[config.mk]
export PLATFORM = sky130hd
export DESIGN_NAME = dsa_ctrl
export DESIGN_NICKNAME = d
export VERILOG_FILES = /design/src/rtl/dsa_pkg.sv /design/src/rtl/dsa_ctrl.sv
export SDC_FILE = /design/constraint.sdc
export NUM_CORES = 1
export LEC_CHECK = 0
export BUFFER_PORTS_ARGS = -buffer_cell sky130_fd_sc_hd__buf_2
export CAP_MARGIN = 5
export CORE_AREA = 2 2 39 41
export CTS_BUF_LIST = sky130_fd_sc_hd__clkbuf_4 sky130_fd_sc_hd__clkbuf_8
export DETAILED_ROUTE_END_ITERATION = 8
export DIE_AREA = 0 0 41 43
export PLACE_DENSITY = 0.34
export SYNTH_ARGS = -nofsm -noshare
export SYNTH_HDL_FRONTEND = slang
export SYNTH_SLANG_ARGS = --single-unit
[constraint.sdc]
create_clock -name clk_i -period 4 [get_ports clk_i]
set_clock_uncertainty 0.15 [all_clocks]
set_input_delay 0.8 -clock clk_i [delete_from_list [all_inputs] [get_ports clk_i]]
set_output_delay 0.8 -clock clk_i [all_outputs]
set_load 0.01 [all_outputs]
[src/rtl/dsa_pkg.sv]
// ----------------------------------------------------------------------------
// dsa_pkg
// types and constants shared by the decimal scale aligner
// ----------------------------------------------------------------------------
`timescale 1ns / 1ps

package dsa_pkg;

  localparam int unsigned WORD_W        = 32;
  localparam int unsigned MANT_W        = 3 * WORD_W;
  localparam int unsigned SCALE_W       = 5;
  localparam int unsigned PROD_W        = MANT_W + 4;
  localparam int unsigned FIELD_W       = MANT_W + SCALE_W;
  localparam int unsigned DATA_W        = ((2 * FIELD_W + 7) / 8) * 8;
  localparam int unsigned PAD_W         = DATA_W - 2 * FIELD_W;
  localparam int unsigned A_SCALE_LSB   = MANT_W;
  localparam int unsigned B_SCALE_LSB   = FIELD_W + MANT_W;
  localparam int unsigned DEF_MAX_SCALE = 28;

  // inverse of five modulo two to the word width
  localparam logic [WORD_W-1:0] INV5 = 32'hCCCC_CCCD;

  typedef enum logic [1:0] {
    CH_LOW  = 2'd0,
    CH_MID  = 2'd1,
    CH_HIGH = 2'd2
  } chunk_e;

  typedef enum logic [2:0] {
    ST_IDLE,
    ST_MUL,
    ST_DIV_TEST,
    ST_DIV_RUN,
    ST_DONE
  } state_e;

  typedef struct packed {
    logic load;
    logic mul_step;
    logic div_start;
    logic div_chunk;
    logic finish;
  } cmd_t;

  typedef struct packed {
    logic bad;
    logic lt;
    logic mul_ovf;
    logic exact;
    logic last_chunk;
    logic out_free;
  } status_t;

endpackage

[src/rtl/dsa_ctrl.sv]
// ----------------------------------------------------------------------------
// dsa_ctrl
// sequencer for the multiply and exact divide phases of scale alignment
// ----------------------------------------------------------------------------
`timescale 1ns / 1ps

module dsa_ctrl
  import dsa_pkg::*;
(
  input  logic    clk_i,
  input  logic    rst_ni,
  input  logic    in_valid_i,
  output logic    in_ready_o,
  input  status_t status_i,
  output cmd_t    cmd_o
);

  state_e state_q, state_d;

  always_ff @(posedge clk_i or negedge rst_ni) begin
    if (!rst_ni) begin
      state_q <= ST_IDLE;
    end else begin
      state_q <= state_d;
    end
  end

  always_comb begin
    state_d    = state_q;
    cmd_o      = '0;
    in_ready_o = 1'b0;
    case (state_q)
      ST_IDLE: begin
        in_ready_o = 1'b1;
        if (in_valid_i) begin
          cmd_o.load = 1'b1;
          state_d    = ST_MUL;
        end
      end
      ST_MUL: begin
        if (status_i.bad || !status_i.lt) begin
          state_d = ST_DONE;
        end else if (status_i.mul_ovf) begin
          state_d = ST_DIV_TEST;
        end else begin
          cmd_o.mul_step = 1'b1;
        end
      end
      ST_DIV_TEST: begin
        if (!status_i.lt || !status_i.exact) begin
          state_d = ST_DONE;
        end else begin
          cmd_o.div_start = 1'b1;
          state_d         = ST_DIV_RUN;
        end
      end
      ST_DIV_RUN: begin
        cmd_o.div_chunk = 1'b1;
        if (status_i.last_chunk) begin
          state_d = ST_DIV_TEST;
        end
      end
      ST_DONE: begin
        if (status_i.out_free) begin
          cmd_o.finish = 1'b1;
          state_d      = ST_IDLE;
        end
      end
      default: begin
        state_d = ST_IDLE;
      end
    endcase
  end

endmodule

==> metrics.txt, run 1 <==
# TYPE chip_impl_metric gauge
chip_impl_metric{name="postCtsResizedCells",unit=""} 0
chip_impl_info{name="end_kind",value="primary output"} 1
chip_impl_metric{name="route.detailed.drc",unit=""} 0
chip_impl_metric{name="worst_pin_slew",unit="ns"} 0.398
chip_impl_metric{name="grt_pass1_wl",unit="microns"} 993
chip_impl_metric{name="average_routed_wire_per_standard_cell",unit="microns"} 9.95
chip_impl_info{name="clock_tree_from_tritoncts",value="yes"} 1
chip_impl_metric{name="synthDominantCellAreaShare",unit=""} 0.357
chip_impl_metric{name="multi_input_area",unit="sq um"} 130
chip_impl_metric{name="dr_total_vias",unit=""} 252
chip_impl_metric{name="synth_sequential_area_ratio",unit=""} 0.357
chip_impl_metric{name="detailed_place_hpwl",unit="microns"} 482
chip_impl_metric{name="timing.fmax",unit="GHz"} 0.397
chip_impl_info{name="criticalPathCategory",value="in -> out"} 1
chip_impl_metric{name="worst_r2r_path_depth",unit=""} 3
chip_impl_metric{name="static_leakage",unit="nW"} 0.165
chip_impl_metric{name="dieHeight",unit="microns"} 43
chip_impl_metric{name="initial_core_util",unit=""} 0.152
chip_impl_metric{name="floorplan.io_pins",unit=""} 15
chip_impl_metric{name="stdcell_area",unit="sq um"} 325
chip_impl_metric{name="clkLatencyLatePin",unit="ns"} 0.23
chip_impl_metric{name="clk_transition_reported_paths",unit="ns"} 0.04
chip_impl_metric{name="setup_viol",unit=""} 0
chip_impl_metric{name="ys_seq_elements",unit=""} 3
chip_impl_metric{name="timing.reg2reg.setup_slack",unit="ns"} 2.50
chip_impl_info{name="synth_top_cell_by_area",value="sky130_fd_sc_hd__dfrtp_1"} 1
chip_impl_metric{name="place.detailed.instances",unit=""} 55
chip_impl_info{name="crit_path_frequent_cell",value="sky130_fd_sc_hd__buf_2"} 1
chip_impl_info{name="reg_top3",value="state_q (3)"} 1
chip_impl_metric{name="grt_antenna_before_repair",unit=""} 0
chip_impl_info{name="start_kind",value="input pin"} 1
chip_impl_info{name="max_flop_register",value="state_q"} 1
chip_impl_metric{name="synth_area",unit="sq um"} 210
chip_impl_metric{name="final_period_minus_worst_setup_slack",unit="ns"} 2.52
chip_impl_metric{name="cts_num_sinks",unit=""} 3
chip_impl_metric{name="report.final.hold_viol_count",unit=""} 0
chip_impl_metric{name="post-route-util",unit=""} 0.235
chip_impl_metric{name="report.final.slew_viol_count",unit=""} 0
chip_impl_metric{name="share_seq_of_total_power",unit=""} 0.321
chip_impl_info{name="rsz0062_at_grt",value="false"} 1
chip_impl_metric{name="overflow",unit=""} 0
chip_impl_metric{name="post_synth_num_cell_types",unit=""} 16
chip_impl_metric{name="power.clock.fraction",unit=""} 0.323
chip_impl_metric{name="maxSlewHeadroom",unit=""} 0.732
chip_impl_metric{name="port_buffers",unit=""} 14
chip_impl_info{name="ys_top_cells_by_area",value="sky130_fd_sc_hd__dfrtp_1, sky130_fd_sc_hd__nor3_1, sky130_fd_sc_hd__nand2b_1, sky130_fd_sc_hd__nand2_1, sky130_fd_sc_hd__nor2_1"} 1
chip_impl_metric{name="n_fill_cell",unit=""} 166
chip_impl_metric{name="worst-endpoint-required",unit="ns"} 3.05
chip_impl_metric{name="clk_path_buf_depth",unit=""} 2
chip_impl_metric{name="tritoncts.num_buffers",unit=""} 3
chip_impl_metric{name="grt_start_max_net_pins",unit=""} 9
chip_impl_metric{name="hold_slack",unit="ns"} 0.210
chip_impl_metric{name="fp-row-count",unit=""} 14
chip_impl_info{name="top_library_cells_by_usage_in_the_layout_fill_and_taps_aside",value="sky130_fd_sc_hd__buf_2, sky130_fd_sc_hd__nor3_1, sky130_fd_sc_hd__clkbuf_4"} 1
chip_impl_metric{name="avgSynthCellArea",unit="sq um"} 8.08
chip_impl_metric{name="slowest_stage_delay_cp",unit="ns"} 0.31
chip_impl_metric{name="cts_setup_buffers",unit=""} 0
chip_impl_metric{name="final.period_utilization",unit=""} 0.630
chip_impl_metric{name="internal_power",unit="mW"} 0.117
chip_impl_metric{name="sequential_cell_area",unit="sq um"} 75.1
chip_impl_info{name="crit_slowest_cell",value="sky130_fd_sc_hd__nor4_1"} 1
chip_impl_metric{name="detail_route.first_pass.iterations",unit=""} 2
chip_impl_metric{name="grt.total_usage",unit=""} 0.0904
chip_impl_metric{name="synth_fp_nets",unit=""} 35
chip_impl_metric{name="cts_hold_repair.buffers",unit=""} 0
chip_impl_metric{name="timing.critical_path.arrival",unit="ns"} 1.57
chip_impl_metric{name="net-switching-power",unit="mW"} 0.0628
chip_impl_metric{name="layout-drive-gt1-share",unit=""} 0.465
chip_impl_metric{name="floorplan.die_area",unit="sq um"} 1760
chip_impl_metric{name="largest_reg_flops",unit=""} 3
chip_impl_metric{name="syn_inst",unit=""} 26
chip_impl_metric{name="placed_area",unit="sq um"} 295
chip_impl_info{name="worstReg2RegEnd",value="state_q[0]$_DFFE_PN0P_"} 1
chip_impl_metric{name="worst_ir_drop_vdd",unit="V"} 0.000105
chip_impl_metric{name="detail-route-antenna-nets",unit=""} 0
chip_impl_info{name="outcome",value="complete, no violations"} 1
chip_impl_metric{name="setup_tns",unit="ns"} 0
chip_impl_info{name="min-delay-path-class",value="in -> async"} 1
chip_impl_info{name="critical_path.reg2reg.startpoint",value="state_q[2]$_DFFE_PN0P_"} 1
chip_impl_metric{name="core_area",unit="sq um"} 1380
chip_impl_metric{name="power.share.combinational",unit=""} 0.356
chip_impl_metric{name="area.growth.synth_to_final",unit="%"} 54.8
chip_impl_info{name="commonest_non_fill_non_tap_cell_in_the_layout",value="sky130_fd_sc_hd__buf_2"} 1
chip_impl_metric{name="gp_congestion",unit=""} 0.752
chip_impl_metric{name="htree_num_levels",unit=""} 1
chip_impl_metric{name="final_net_count",unit=""} 53
chip_impl_metric{name="via_per_inst",unit=""} 4.27
chip_impl_metric{name="routed_wl",unit="microns"} 587
chip_impl_metric{name="ys.warnings.count",unit=""} 0
chip_impl_info{name="worstPathCellList",value="buf_2 -> nand2b_1 -> nor4_1 -> buf_2"} 1
chip_impl_metric{name="number_of_global_route_vias_before_repair",unit=""} 247
chip_impl_info{name="cts_root_buf",value="sky130_fd_sc_hd__clkbuf_4"} 1
chip_impl_metric{name="cap_violations",unit=""} 0
chip_impl_metric{name="antennaDiodeCount",unit=""} 0
chip_impl_metric{name="fp.dieW",unit="microns"} 41
chip_impl_metric{name="final_cells",unit=""} 59
chip_impl_metric{name="drt_iter0_markers",unit=""} 1
chip_impl_metric{name="sw_frac_of_total",unit=""} 0.349
chip_impl_metric{name="critPathMaxFanout",unit=""} 3
chip_impl_metric{name="p_per_area",unit="nW/um^2"} 554
-- worst max-delay path, delay by kind of cell --
family / cells / cell delay [ns]
AND/OR/NAND/NOR: 2 / 0.45
buffers and inverters: 2 / 0.31
-- stage by stage --
stage / setup WS [ns] / power [mW]
after floorplan: 1.66 / 0.0975
after global placement: 1.52 / 0.124
after detailed placement: 1.47 / 0.123
after CTS: 1.47 / 0.183
after global routing: 1.38 / 0.199
final: 1.48 / 0.180
-- synthesized netlist by cell type (all sizes together) --
library cell / number
clkbuf: 1
a21bo: 1
nand2: 3
o21ai: 1
nor2: 3
and2: 2
o2bb2ai: 1
nand2b: 2
a2111oi: 1
or4: 1
nor4: 1
nor3b: 1
and3: 1
nor3: 4
dfrtp: 3
-- layout make-up --
class / instances / area share
sequential: 3 / 0.231
clock buffer: 4 / 0.0923
multi-input combinational: 22 / 0.400
tap: 16 / 0.0615
timing repair buffer: 14 / 0.215
-- how the worst max path moves through the flow --
stage                     slack [ns]        start       end
after detailed placement        1.47  status_i[5]  cmd_o[3]
after floorplan                 1.66  status_i[5]  cmd_o[3]
final                           1.48  status_i[5]  cmd_o[3]
after global placement          1.52  status_i[5]  cmd_o[3]
after global routing            1.38  status_i[5]  cmd_o[3]
after CTS                       1.47  status_i[5]  cmd_o[3]
-- routing by layer --
metal | track usage | part of all wire | wire [microns]
met1 | 0.0932 | 0.42 | 247
met2 | 0.125 | 0.52 | 304
met3 | 0.0314 | 0.046 | 27
met4 | 0.100 | 0.012 | 7
met5 | 0 | 0 | 0
-- power by group through the flow --
stage / clock network (mW) / logic, mW / registers, mW
finish: 0.0581 / 0.0641 / 0.0579
CTS: 0.0605 / 0.0652 / 0.0574
detailed placement: 0 / 0.0653 / 0.0576
global placement: 0 / 0.0652 / 0.0584
floorplan: 0 / 0.0468 / 0.0507
global route: 0.0651 / 0.0730 / 0.0611
-- cell families (layout without fill, tap and decap cells) --
group                  count (synthesis)  count (layout)  share of synthesized area
AO/OA/AOI/OAI                          4               4                      0.155
buffers and inverters                  1              18                     0.0238
flip-flops                             3               3                      0.357
AND/OR/NAND/NOR                       18              18                      0.464
Note: power is estimated with default switching activity, not from simulation.
==> run 2, diff against run 1 <==
ABC_AREA = 1   (was not set)
PLACE_DENSITY = 0.4   (was 0.34)
clock period = 2.4 ns   (was 4 ns; I/O delays follow)
==> run 2 against run 1 <==
  * Die area did not move
  * Sequential share of layout area fell by 4.8 points
  * Worst hold slack improved by 0.15 ns
  * Register-to-register slack got worse by 1.3 ns
  * Final cell count rose by 31%
  * Highest routed layer is now met3
  * Worst setup slack got worse by 0.90 ns
  * Critical path depth did not move
  * Utilization rose by 6.1 points
  * First-iteration DRC count rose to 7.0 times the previous value
  * Largest cell class unchanged
  * Clock-buffer cell count did not move
==> metrics.txt, run 2 <==
# TYPE chip_impl_metric gauge
chip_impl_info{name="outcome",value="complete, no violations"} 1
chip_impl_info{name="min-delay-path-class",value="in -> reg"} 1
chip_impl_metric{name="worst_pin_slew",unit="ns"} 0.236
chip_impl_metric{name="fp.dieW",unit="microns"} 41
chip_impl_metric{name="ys_seq_elements",unit=""} 3
chip_impl_metric{name="timing.fmax",unit="GHz"} 0.550
chip_impl_metric{name="final_period_minus_worst_setup_slack",unit="ns"} 1.82
chip_impl_metric{name="number_of_global_route_vias_before_repair",unit=""} 270
chip_impl_metric{name="cts_num_sinks",unit=""} 3
chip_impl_info{name="criticalPathCategory",value="reg -> out"} 1
chip_impl_info{name="clock_tree_from_tritoncts",value="yes"} 1
chip_impl_metric{name="dieHeight",unit="microns"} 43
chip_impl_metric{name="timing.reg2reg.setup_slack",unit="ns"} 1.16
chip_impl_info{name="synth_top_cell_by_area",value="sky130_fd_sc_hd__dfrtp_1"} 1
chip_impl_metric{name="route.detailed.drc",unit=""} 0
chip_impl_metric{name="core_area",unit="sq um"} 1380
chip_impl_metric{name="slowest_stage_delay_cp",unit="ns"} 0.41
chip_impl_info{name="start_kind",value="flop"} 1
chip_impl_metric{name="syn_inst",unit=""} 42
chip_impl_metric{name="floorplan.io_pins",unit=""} 15
chip_impl_metric{name="p_per_area",unit="nW/um^2"} 954
chip_impl_metric{name="grt_start_max_net_pins",unit=""} 8
chip_impl_metric{name="avgSynthCellArea",unit="sq um"} 6.67
chip_impl_metric{name="synth_area",unit="sq um"} 280
chip_impl_metric{name="worst_ir_drop_vdd",unit="V"} 0.000208
chip_impl_metric{name="synthDominantCellAreaShare",unit=""} 0.268
chip_impl_info{name="synth.top_cells.by_count",value="sky130_fd_sc_hd__inv_1, sky130_fd_sc_hd__nand2_1, sky130_fd_sc_hd__nand3_1, sky130_fd_sc_hd__nor2_1, sky130_fd_sc_hd__nor2_2"} 1
chip_impl_metric{name="cts_setup_buffers",unit=""} 0
chip_impl_info{name="end_kind",value="primary output"} 1
chip_impl_metric{name="grt.total_usage",unit=""} 0.0774
chip_impl_info{name="rsz0062_at_grt",value="false"} 1
chip_impl_metric{name="final_net_count",unit=""} 71
chip_impl_metric{name="routed_wl",unit="microns"} 555
chip_impl_metric{name="timing.critical_path.arrival",unit="ns"} 1.19
chip_impl_metric{name="grt_pass1_wl",unit="microns"} 910
chip_impl_metric{name="detailed_place_hpwl",unit="microns"} 497
chip_impl_metric{name="gp_congestion",unit=""} 0.721
chip_impl_metric{name="floorplan.die_area",unit="sq um"} 1760
chip_impl_metric{name="synth-edff-count",unit=""} 0
chip_impl_metric{name="tritoncts.num_buffers",unit=""} 3
chip_impl_metric{name="hold_slack",unit="ns"} 0.364
chip_impl_metric{name="clkLatencyLatePin",unit="ns"} 0.22
chip_impl_metric{name="cp_num_buf_inv",unit=""} 1
chip_impl_metric{name="report.final.slew_viol_count",unit=""} 0
chip_impl_metric{name="dr_total_vias",unit=""} 304
chip_impl_metric{name="layout-drive-gt1-share",unit=""} 0.508
chip_impl_metric{name="area.growth.synth_to_final",unit="%"} 46.4
chip_impl_info{name="worstPathCellList",value="nor2_2 -> nand2_2 -> nor2_4 -> buf_2"} 1
chip_impl_metric{name="final.period_utilization",unit=""} 0.758
chip_impl_metric{name="static_leakage",unit="nW"} 0.239
chip_impl_info{name="most_numerous_cell_in_the_yosys_netlist",value="sky130_fd_sc_hd__inv_1"} 1
chip_impl_metric{name="synth_fp_nets",unit=""} 51
chip_impl_metric{name="design_power_total",unit="mW"} 0.391
chip_impl_metric{name="via_per_inst",unit=""} 3.95
chip_impl_info{name="ys_top_cells_by_area",value="sky130_fd_sc_hd__dfrtp_1, sky130_fd_sc_hd__inv_1, sky130_fd_sc_hd__nor2_2, sky130_fd_sc_hd__nor2_4, sky130_fd_sc_hd__nand3_1"} 1
chip_impl_metric{name="critPathMaxFanout",unit=""} 4
chip_impl_info{name="top_library_cells_by_usage_in_the_layout_fill_and_taps_aside",value="sky130_fd_sc_hd__buf_2, sky130_fd_sc_hd__inv_1, sky130_fd_sc_hd__nand2_1"} 1
chip_impl_info{name="max_flop_register",value="state_q"} 1
chip_impl_metric{name="drt_iter0_markers",unit=""} 7
chip_impl_metric{name="antennaDiodeCount",unit=""} 0
chip_impl_metric{name="cap_violations",unit=""} 0
chip_impl_metric{name="ys.warnings.count",unit=""} 0
chip_impl_metric{name="initial_core_util",unit=""} 0.203
chip_impl_metric{name="detail_route.first_pass.iterations",unit=""} 4
chip_impl_info{name="commonest_non_fill_non_tap_cell_in_the_layout",value="sky130_fd_sc_hd__buf_2"} 1
chip_impl_metric{name="setup_tns",unit="ns"} 0
chip_impl_metric{name="report.final.hold_viol_count",unit=""} 0
chip_impl_metric{name="detail-route-antenna-nets",unit=""} 0
chip_impl_metric{name="maxSlewHeadroom",unit=""} 0.842
chip_impl_info{name="cts_root_buf",value="sky130_fd_sc_hd__clkbuf_4"} 1
chip_impl_metric{name="overflow",unit=""} 0
chip_impl_metric{name="clk_path_buf_depth",unit=""} 2
chip_impl_info{name="path_delay_family",value="simple AND/OR/NAND/NOR gates"} 1
chip_impl_metric{name="post_synth_num_cell_types",unit=""} 15
chip_impl_metric{name="worst-endpoint-required",unit="ns"} 1.77
chip_impl_metric{name="average_routed_wire_per_standard_cell",unit="microns"} 7.21
chip_impl_metric{name="fp-row-count",unit=""} 14
chip_impl_metric{name="setup_viol",unit=""} 0
chip_impl_metric{name="port_buffers",unit=""} 14
chip_impl_metric{name="largest_reg_flops",unit=""} 3
chip_impl_info{name="crit_slowest_cell",value="sky130_fd_sc_hd__dfrtp_1"} 1
chip_impl_metric{name="synth_sequential_area_ratio",unit=""} 0.268
chip_impl_metric{name="htree_num_levels",unit=""} 1
chip_impl_info{name="reg_top3",value="state_q (3)"} 1
chip_impl_metric{name="postSynth.asyncResetShare",unit=""} 1.00
chip_impl_metric{name="clk_transition_reported_paths",unit="ns"} 0.03
chip_impl_info{name="ys_dominant_reg_cell",value="sky130_fd_sc_hd__dfrtp_1"} 1
chip_impl_metric{name="grt_antenna_before_repair",unit=""} 0
chip_impl_metric{name="n_fill_cell",unit=""} 170
## run 2: cell types whose count changed after synthesis, sizes merged, moves of 4 or more
cell and change:
nor2 +7, nand3 +5, nor3 -4, nand2 +4, inv +12
## run 2: kinds of logic (layout without fill, tap and decap cells)
kind of cell,after synthesis,after routing,share of synthesized area
AOI/OAI and AO/OA,3,3,0.0804
buffers and inverters,12,31,0.161
DFF,3,3,0.268
and+or+nand+nor,24,24,0.491
## run 2: what timing repair did
action                                 CTS  global route
gates resized for setup                  0             0
endpoints found under the hold margin    3             0
hold buffers                             1             0
## run 2: layer usage
metal  share of wire  routed length, microns  GRT usage  vias to the layer above
li1                -                       -          -                      166
met5               0                       0          0                        -
met2            0.53                     293      0.128                        9
met1            0.42                     235     0.0774                      129
met4               0                       0     0.0400                        0
met3           0.049                      27     0.0314                        0
## run 2: per-stage QoR
stage	cells	util	setup slack [ns]	instance area [sq um]
final	77	0.297	0.582	410
after global placement	72	0.268	0.763	370
after detailed placement	72	0.268	0.757	370
after global routing	77	0.297	0.493	410
after floorplan	42	-	0.887	280
after CTS	77	0.297	0.569	410
## run 2: power breakdown
group | internal (mW) | switching (mW) | total, mW
clock network | 0.0732 | 0.0215 | 0.0947
registers | 0.0711 | 0.0322 | 0.103
logic | 0.0759 | 0.118 | 0.193
total | 0.220 | 0.171 | 0.391
## run 2: final cells by class
class	instances	area (sq um)	area share
multi-input cells	27	160	0.390
repair buffers	15	80.1	0.195
flip-flops and latches	3	75.1	0.183
inverters	12	45.0	0.110
clock buffers	4	30.0	0.0732
well taps	16	20.0	0.0488
## run 2: worst register-to-register path: stages (launching register included)
cell and delay (ns):
sky130_fd_sc_hd__dfrtp_1 0.41, sky130_fd_sc_hd__nor2_2 0.21, sky130_fd_sc_hd__nand2_2 0.10, sky130_fd_sc_hd__nor2_4 0.12
sky130_fd_sc_hd__nor2_2 0.05, sky130_fd_sc_hd__nand3_2 0.05, sky130_fd_sc_hd__nand2_1 0.05
## run 2: path summary, 6_finish.rpt
kind,startpoint,to,depth (start not counted)
setup / recovery,state_q[2]$_DFFE_PN0P_,cmd_o[3],4
max in group asynchronous,rst_ni,state_q[2]$_DFFE_PN0P_,2
min in group asynchronous,rst_ni,state_q[1]$_DFFE_PN0P_,2
setup reg to reg,state_q[2]$_DFFE_PN0P_,state_q[1]$_DFFE_PN0P_,6
hold / removal,status_i[1],state_q[1]$_DFFE_PN0P_,4
hold reg to reg,state_q[2]$_DFFE_PN0P_,state_q[2]$_DFFE_PN0P_,2
